`src/rtl/core/dwms_pkg.sv`:
```
// Package: sizes, operation and status codes, controller states, request and response types for the deque.
package dwms_pkg;

  // Store geometry
  localparam int unsigned DEPTH      = 16;
  localparam int unsigned DATA_WIDTH = 32;
  localparam int unsigned AW         = (DEPTH > 1) ? $clog2(DEPTH) : 1;
  localparam int unsigned CW         = $clog2(DEPTH + 1);

  // Operation codes
  typedef enum logic [1:0] {
    KIND_PUSH_FRONT = 2'd0,
    KIND_PUSH_BACK  = 2'd1,
    KIND_POP_FRONT  = 2'd2,
    KIND_SEARCH     = 2'd3
  } dwms_kind_e;

  // Status codes
  typedef enum logic [1:0] {
    STATUS_OK    = 2'd0,
    STATUS_EMPTY = 2'd1,
    STATUS_FULL  = 2'd2
  } dwms_status_e;

  // Controller states
  typedef enum logic [1:0] {
    ST_IDLE,
    ST_POP_WAIT,
    ST_SEARCH
  } dwms_state_e;

  typedef struct packed {
    dwms_kind_e         kind;
    logic signed [31:0] value;
  } dwms_req_t;

  typedef struct packed {
    logic signed [31:0] data_out;
    logic               found;
    dwms_status_e       status;
    logic [4:0]         occupancy;
  } dwms_rsp_t;

endpackage

```
`src/rtl/core/deque_with_membership_search.sv`:
```
// Top level: ring-buffer deque controller with a linear membership search.
//
// Usage:
//   A request (operation kind and data word on req_i) is taken at a rising
//   edge where start_i is high and busy_o is low. Each request yields one
//   response on rsp_o, marked by done_o for exactly one cycle; the receiver
//   cannot stall it and must take it in that cycle.
// Timing:
//   Push front / push back: one memory write; response in the cycle after
//     the request, busy_o stays low, so a new request may follow at once.
//   Pop front: one memory read; busy_o high for one cycle, response
//     registered in ST_POP_WAIT from the read data of the RAM.
//   Search: walks the stored entries from the front, one memory read per
//     cycle, and stops at the first match or at the last entry; the response
//     is registered from the compare of that entry.
//   Pop or search on empty store, push on full store: response next cycle.
//   Pops and searches are paced by the single registered read port of the RAM.
// Reset:
//   rst_ni clears the state, the front pointer, the entry count and done_o;
//   the memory content is not cleared and needs no clearing pass.
module deque_with_membership_search (
  input  logic               clk_i,
  input  logic               rst_ni,
  input  logic               start_i,
  output logic               busy_o,
  input  dwms_pkg::dwms_req_t req_i,
  output logic               done_o,
  output dwms_pkg::dwms_rsp_t rsp_o
);

  import dwms_pkg::*;

  // Low five bits of an entry count
  function automatic logic [4:0] occ5(input logic [CW-1:0] c);
    logic [CW+4:0] e;
    e = {5'b0, c};
    return e[4:0];
  endfunction

  // Ring position front + offset, offset at most DEPTH
  function automatic logic [AW-1:0] ring_add(input logic [AW-1:0] base,
                                             input logic [CW-1:0] off);
    logic [CW:0] s;
    s = (CW + 1)'(base) + (CW + 1)'(off);
    if (s >= (CW + 1)'(DEPTH)) begin
      s = s - (CW + 1)'(DEPTH);
    end
    return s[AW-1:0];
  endfunction

  dwms_state_e          state_q, state_d;
  logic [AW-1:0]        front_q, front_d;
  logic [CW-1:0]        count_q, count_d;
  logic [CW-1:0]        idx_q, idx_d;
  logic [DATA_WIDTH-1:0] word_q, word_d;
  logic                 done_q, done_d;
  dwms_rsp_t            rsp_q, rsp_d;

  logic                  mem_we, mem_re;
  logic [AW-1:0]         mem_waddr, mem_raddr;
  logic [DATA_WIDTH-1:0] mem_rdata;

  logic                   accept, full, empty, hit, last;
  logic [AW-1:0]          front_dec;
  logic [DATA_WIDTH+31:0] value_ext;
  logic [DATA_WIDTH+31:0] rdata_ext;
  logic [DATA_WIDTH-1:0]  in_word;

  // Status terms
  assign accept    = start_i && (state_q == ST_IDLE);
  assign full      = (count_q == CW'(DEPTH));
  assign empty     = (count_q == '0);
  assign hit       = (mem_rdata == word_q);
  assign last      = (idx_q == (count_q - CW'(1)));
  assign front_dec = (front_q == '0) ? AW'(DEPTH - 1) : (front_q - AW'(1));
  assign value_ext = {{DATA_WIDTH{1'b0}}, req_i.value};
  assign in_word   = value_ext[DATA_WIDTH-1:0];
  assign rdata_ext = {32'b0, mem_rdata};

  // Next state
  always_comb begin
    state_d = state_q;
    unique case (state_q)
      ST_IDLE: begin
        if (accept) begin
          if (req_i.kind == KIND_POP_FRONT && !empty) begin
            state_d = ST_POP_WAIT;
          end else if (req_i.kind == KIND_SEARCH && !empty) begin
            state_d = ST_SEARCH;
          end
        end
      end
      ST_POP_WAIT: state_d = ST_IDLE;
      ST_SEARCH: begin
        if (hit || last) begin
          state_d = ST_IDLE;
        end
      end
      default: state_d = ST_IDLE;
    endcase
  end

  // Memory controls, pointer updates and response
  always_comb begin
    front_d   = front_q;
    count_d   = count_q;
    idx_d     = idx_q;
    word_d    = word_q;
    done_d    = 1'b0;
    rsp_d     = rsp_q;
    mem_we    = 1'b0;
    mem_waddr = front_q;
    mem_re    = 1'b0;
    mem_raddr = front_q;
    unique case (state_q)
      ST_IDLE: begin
        if (accept) begin
          done_d          = 1'b1;
          rsp_d.data_out  = '0;
          rsp_d.found     = 1'b0;
          rsp_d.status    = STATUS_OK;
          word_d          = in_word;
          case (req_i.kind)
            KIND_PUSH_FRONT: begin
              if (full) begin
                rsp_d.status = STATUS_FULL;
              end else begin
                mem_we    = 1'b1;
                mem_waddr = front_dec;
                front_d   = front_dec;
                count_d   = count_q + CW'(1);
              end
            end
            KIND_PUSH_BACK: begin
              if (full) begin
                rsp_d.status = STATUS_FULL;
              end else begin
                mem_we    = 1'b1;
                mem_waddr = ring_add(front_q, count_q);
                count_d   = count_q + CW'(1);
              end
            end
            KIND_POP_FRONT: begin
              if (empty) begin
                rsp_d.status = STATUS_EMPTY;
              end else begin
                // answer after the read returns
                done_d = 1'b0;
                mem_re = 1'b1;
              end
            end
            default: begin
              if (!empty) begin
                done_d = 1'b0;
                mem_re = 1'b1;
                idx_d  = '0;
              end
            end
          endcase
          rsp_d.occupancy = occ5(count_d);
        end
      end
      ST_POP_WAIT: begin
        done_d          = 1'b1;
        front_d         = ring_add(front_q, CW'(1));
        count_d         = count_q - CW'(1);
        rsp_d.data_out  = $signed(rdata_ext[31:0]);
        rsp_d.occupancy = occ5(count_d);
      end
      ST_SEARCH: begin
        if (hit || last) begin
          done_d          = 1'b1;
          rsp_d.found     = hit;
          rsp_d.occupancy = occ5(count_q);
        end else begin
          // fetch the next entry from the front
          mem_re    = 1'b1;
          mem_raddr = ring_add(front_q, idx_q + CW'(1));
          idx_d     = idx_q + CW'(1);
        end
      end
      default: ;
    endcase
  end

  // Control registers
  always_ff @(posedge clk_i or negedge rst_ni) begin
    if (!rst_ni) begin
      state_q <= ST_IDLE;
      front_q <= '0;
      count_q <= '0;
      done_q  <= 1'b0;
    end else begin
      state_q <= state_d;
      front_q <= front_d;
      count_q <= count_d;
      done_q  <= done_d;
    end
  end

  // Payload registers
  always_ff @(posedge clk_i) begin
    idx_q  <= idx_d;
    word_q <= word_d;
    rsp_q  <= rsp_d;
  end

  dwms_ram #(
    .Depth (DEPTH),
    .Width (DATA_WIDTH)
  ) u_ram (
    .clk_i   (clk_i),
    .we_i    (mem_we),
    .waddr_i (mem_waddr),
    .wdata_i (word_d),
    .re_i    (mem_re),
    .raddr_i (mem_raddr),
    .rdata_o (mem_rdata)
  );

  assign busy_o = (state_q != ST_IDLE);
  assign done_o = done_q;
  assign rsp_o  = rsp_q;

`ifndef SYNTHESIS
  // Entry count never passes the store depth
  a_count_bound: assert property (@(posedge clk_i) disable iff (!rst_ni)
    count_q <= CW'(DEPTH))
    else $error("entry count above depth");

  // A push is answered in the next cycle
  a_push_resp: assert property (@(posedge clk_i) disable iff (!rst_ni)
    accept && (req_i.kind == KIND_PUSH_FRONT || req_i.kind == KIND_PUSH_BACK)
    |=> done_o)
    else $error("push not answered in one cycle");

  // No response while a pop or search is still in flight
  a_busy_no_done: assert property (@(posedge clk_i) disable iff (!rst_ni)
    busy_o |-> !done_o)
    else $error("response while busy");

  // An empty-pop response reports an empty store
  a_empty_occ: assert property (@(posedge clk_i) disable iff (!rst_ni)
    done_o && (rsp_o.status == STATUS_EMPTY) |-> (rsp_o.occupancy == 5'd0))
    else $error("empty status with nonzero occupancy");

  // A hit only comes from a search, which always reports ok
  a_found_ok: assert property (@(posedge clk_i) disable iff (!rst_ni)
    done_o && rsp_o.found |-> (rsp_o.status == STATUS_OK) && (rsp_o.data_out == 0))
    else $error("found flag with bad status or data");
`endif

endmodule

```
`src/rtl/core/dwms_ram.sv`:
```
// Generic single-write, single-read RAM with a registered read port.
module dwms_ram #(
  parameter int unsigned Depth = 16,
  parameter int unsigned Width = 32
) (
  input  logic                                         clk_i,
  input  logic                                         we_i,
  input  logic [((Depth > 1) ? $clog2(Depth) : 1)-1:0] waddr_i,
  input  logic [Width-1:0]                             wdata_i,
  input  logic                                         re_i,
  input  logic [((Depth > 1) ? $clog2(Depth) : 1)-1:0] raddr_i,
  output logic [Width-1:0]                             rdata_o
);

  logic [Width-1:0] mem_q [Depth];
  logic [Width-1:0] rdata_q;

  // Write port
  always_ff @(posedge clk_i) begin
    if (we_i) begin
      mem_q[waddr_i] <= wdata_i;
    end
  end

  // Read port, registered
  always_ff @(posedge clk_i) begin
    if (re_i) begin
      rdata_q <= mem_q[raddr_i];
    end
  end

  assign rdata_o = rdata_q;

endmodule

```
`config.mk`:
```
export PLATFORM = sky130hd
export DESIGN_NAME = deque_with_membership_search
export DESIGN_NICKNAME = d
export VERILOG_FILES = /design/src/rtl/core/dwms_pkg.sv /design/src/rtl/core/deque_with_membership_search.sv /design/src/rtl/core/dwms_ram.sv
export SDC_FILE = /design/constraint.sdc
export NUM_CORES = 1
export LEC_CHECK = 0
export BUFFER_PORTS_ARGS = -buffer_cell sky130_fd_sc_hd__buf_2
export CAP_MARGIN = 30
export CORE_ASPECT_RATIO = 1.5
export CORE_MARGIN = 3
export CORE_UTILIZATION = 60
export CTS_CLUSTER_SIZE = 8
export DETAILED_ROUTE_END_ITERATION = 10
export GPL_ROUTABILITY_DRIVEN = 0
export PLACE_DENSITY = 0.77
export SYNTH_ARGS = -nofsm -noshare
export SYNTH_HDL_FRONTEND = slang
export SYNTH_SLANG_ARGS = --single-unit
```
`constraint.sdc`:
```
create_clock -name clk_i -period 12.95 [get_ports clk_i]
set_clock_uncertainty 0.2 [all_clocks]
set_input_delay 2.59 -clock clk_i [delete_from_list [all_inputs] [get_ports clk_i]]
set_output_delay 2.59 -clock clk_i [all_outputs]
set_load 0.05 [all_outputs]
```
==> results.yml <==
drt:
  ant_nets: 0
  drcViolationCount: 0
  first_iter_violations: 1553
  drt_first_pass_iters: 5
  routed_wl_mm: 58.7
  vias: 14000
  vias_per_cell: 6.26
  wl_per_cell_um: 26.2
sta:
  min_period_ps: 5520
  whs_ps: 371
  finalHoldViolCount: 0
  worst_pin_slew_ps: 1340
  slew_headroom_pct: 10.8
  maxSlewViolCount: 0
  setup_viol: 0
  fin_crit_sh_pct: 42.6
  fmax_ghz: 0.181
  rsz0062_at_grt: "no"
  fin_setup_tns_ps: 0
synth:
  ys_ff_latch: 633
  muxShareOfSynthArea_pct: 11.7
  synth-compound-area-share_pct: 5.41
  synth_top_family_by_area: "multiplexers"
  synth.largest_area_cell: "edfxtp_1"
  yosys_warnings: 0
  avgSynthCellArea_um2: 17.0
  synthTopCellsByArea: "edfxtp_1 70%, mux2i_1 10%, o22ai_1 3.3%"
  synth_fa_ha_area_share_pct: 0.907
  async_reset_ff_share_pct: 1.90
  syn_nets: 1534
  yosysTopAreaCellShare_pct: 70.5
  synth_edf_count: 589
  synth_cell_types: 59
  syn_inst: 1480
  synth-simple-area-share_pct: 4.17
  ys_seq_area_share_pct: 74.2
  synth_xor_area_share_pct: 2.03
  syn_area_um2: 25100
  synth_ff_type: "edfxtp_1"
grt:
  grt_pass1_wl_mm: 88.1
  grt_pass1_vias: 14600
  overflow: 0
  grt_use_total_pct: 26.3
  grt_start_max_net_pins: 158
  antenna_found_initial: 0
clock_tree:
  cts_made_buffers: 89
  cts_max_level: 3
  clockRootBuffer: "clkbuf_16"
  clk_path_buf_depth: 3
  clk_latency_ps: 600
  clk_pin_slew_ps: 60
  post_cts_resized: 0
  cts.sinks: 633
  hold_buffers: 0
  post_cts_buffers: 0
  cts_tree: "built"
place:
  dpl.hpwl_mm: 34.4
  io_buffers: 78
  dp.cells: 2074
power:
  p_switching_mw: 2.84
  pwr-share-seq_pct: 37.3
  power_mw: 8.04
  p_int_mw: 5.20
  swShare_pct: 35.3
  clockPowerShare_pct: 26.8
  power_per_cell_area_nw_per_um2: 275
  cellLeakagePower_nw: 10.3
  pwr-share-comb_pct: 35.9
  vdd_drop_max_uv: 317
floorplanning:
  die_x_um: 173
  start_util_pct: 60.9
  pin_count: 79
  die_h_um: 257
  core_area_um2: 41200
  design.die.area_um2: 44400
  std_cell_rows: 91
final_layout:
  area_growth_pct: 16.6
  fin_cells: 2241
  fin_util_pct: 71.0
  final_cell_mix: "589 x edfxtp_1, 257 x mux2i_1, 131 x o22ai_1"
  final_common_cell: "edfxtp_1"
  fillers: 2524
  nets: 1661
  drive_gt1_share_pct: 16.3
  antennaDiodeCount: 0
critical_path:
  regToRegEndpoint: "u_ram.rdata_o[8]"
  crit_fanout: 157
  critPathKind: "flip-flop to flip-flop"
  endpoint: "u_ram.rdata_o[8]"
  crit-reg2reg-launch: "count_q[0]"
  crit_start: "count_q[0]"
  start_kind: "flip-flop"
  r2r_slack_ps: 7430
  end_kind: "flip-flop"
  r2r_cells: 12
  cp_data_required_time_ps: 13060
  critPathArrivalTime_ps: 5630
min_path:
  hold_class: "flip-flop to flip-flop"
run:
  max-cap-violations: 0
outcome:
  outcome: "finished, final reports clean"
## per-stage QoR
step / setup slack (ps) / area [µm²]
after CTS: 7550 / 29300
final: 7430 / 29300
after global routing: 7300 / 29300
after floorplan: 7400 / 25100
after detailed placement: 7160 / 26600
after global placement: 6370 / 26200
## kinds of logic (layout without fill, tap and decap cells)
kind of cell,count (synthesis),count (layout)
buf+inv,89,292
fa+ha+maj,17,17
compound gates,212,212
flops,633,633
simple gates,184,184
mux,290,290
xor+xnor,55,55
## final cells by class
cell class                 count  area, µm²  share of cell area [%]
timing repair buffer         111        938                    3.21
clock inverter                 2       25.0                  0.0855
inverter                      14       52.6                   0.180
clock buffer                 165       2620                    8.95
multi-input combinational    758       6300                    21.5
sequential                   633      18600                    63.7
tap                          558        698                    2.39
## power by group through the flow
stage	Sequential, mW	Clock, mW	Combinational [mW]
4_1_cts	3.00	2.18	2.87
2_1_floorplan	3.15	0	1.81
3_3_place_gp	3.02	0	2.72
5_1_grt	3.02	2.27	3.05
6_report	3.00	2.16	2.89
3_5_place_dp	3.03	0	2.84
## registers in the layout, indices dropped and copies added, names as in the netlist
| signal | count |
|---|---|
| done_o | 1 |
| rsp_o | 40 |
| u_ram.rdata_o | 32 |
| idx_q | 5 |
| state_q | 2 |
| word_q | 32 |
| count_q | 5 |
| u_ram.mem_q | 512 |
| front_q | 4 |
## Yosys cell counts, drive strengths merged, types with 2 or more instances
| master | count |
|---|---|
| ha | 15 |
| xnor2 | 42 |
| xor2 | 11 |
| nand2 | 32 |
| nor2 | 35 |
| o31ai | 5 |
| a21oi | 27 |
| and2 | 35 |
| mux2 | 33 |
| clkbuf | 32 |
| o21ai | 22 |
| nand4 | 8 |
| nand2b | 6 |
| nor3 | 4 |
| o31a | 2 |
| nor3b | 3 |
| o22ai | 136 |
| nand4b | 2 |
| a22oi | 4 |
| o211ai | 4 |
| dfrtp | 12 |
| xnor3 | 2 |
| dfxtp | 32 |
| nand3 | 11 |
| edfxtp | 589 |
| and3 | 3 |
| or4 | 32 |
| a21o | 3 |
| mux2i | 257 |
| nor4 | 7 |
| inv | 14 |
| fa | 2 |
| buf | 43 |
## worst max-delay path, cell delays in order, from the launching register on
cell and delay (ps):
dfrtp_1 540, inv_1 130, ha_1 370, nor3b_4 380, xnor2_1 200, nor3b_2 90, a21o_1 340, o311ai_4 270
buf_4 570, buf_12 670, mux2i_1 320, o22ai_1 120, or4_1 590
## worst min-delay path by stage
stage / cells after the start / slack [ps] / from / end
after floorplan: 2 / 320 / state_q[1] / state_q[1]
after global placement: 2 / 350 / state_q[1] / state_q[1]
after detailed placement: 1 / 370 / u_ram.rdata_o[24] / rsp_o[32]
after CTS: 2 / 370 / state_q[1] / state_q[1]
after global routing: 1 / 390 / u_ram.rdata_o[2] / rsp_o[10]
final: 2 / 370 / state_q[1] / state_q[1]
## routing by layer
layer | global-route usage [%] | up-vias | share of wire, % | routed length (µm)
li1 | - | 6134 | - | -
met3 | 4.61 | 141 | 6.9 | 4040
met5 | 0 | - | 0 | 0
met4 | 12.8 | 0 | 4.3 | 2520
met1 | 32.4 | 7068 | 37 | 21700
met2 | 45.4 | 691 | 52 | 30400
Power figures use the tool's default switching activity.
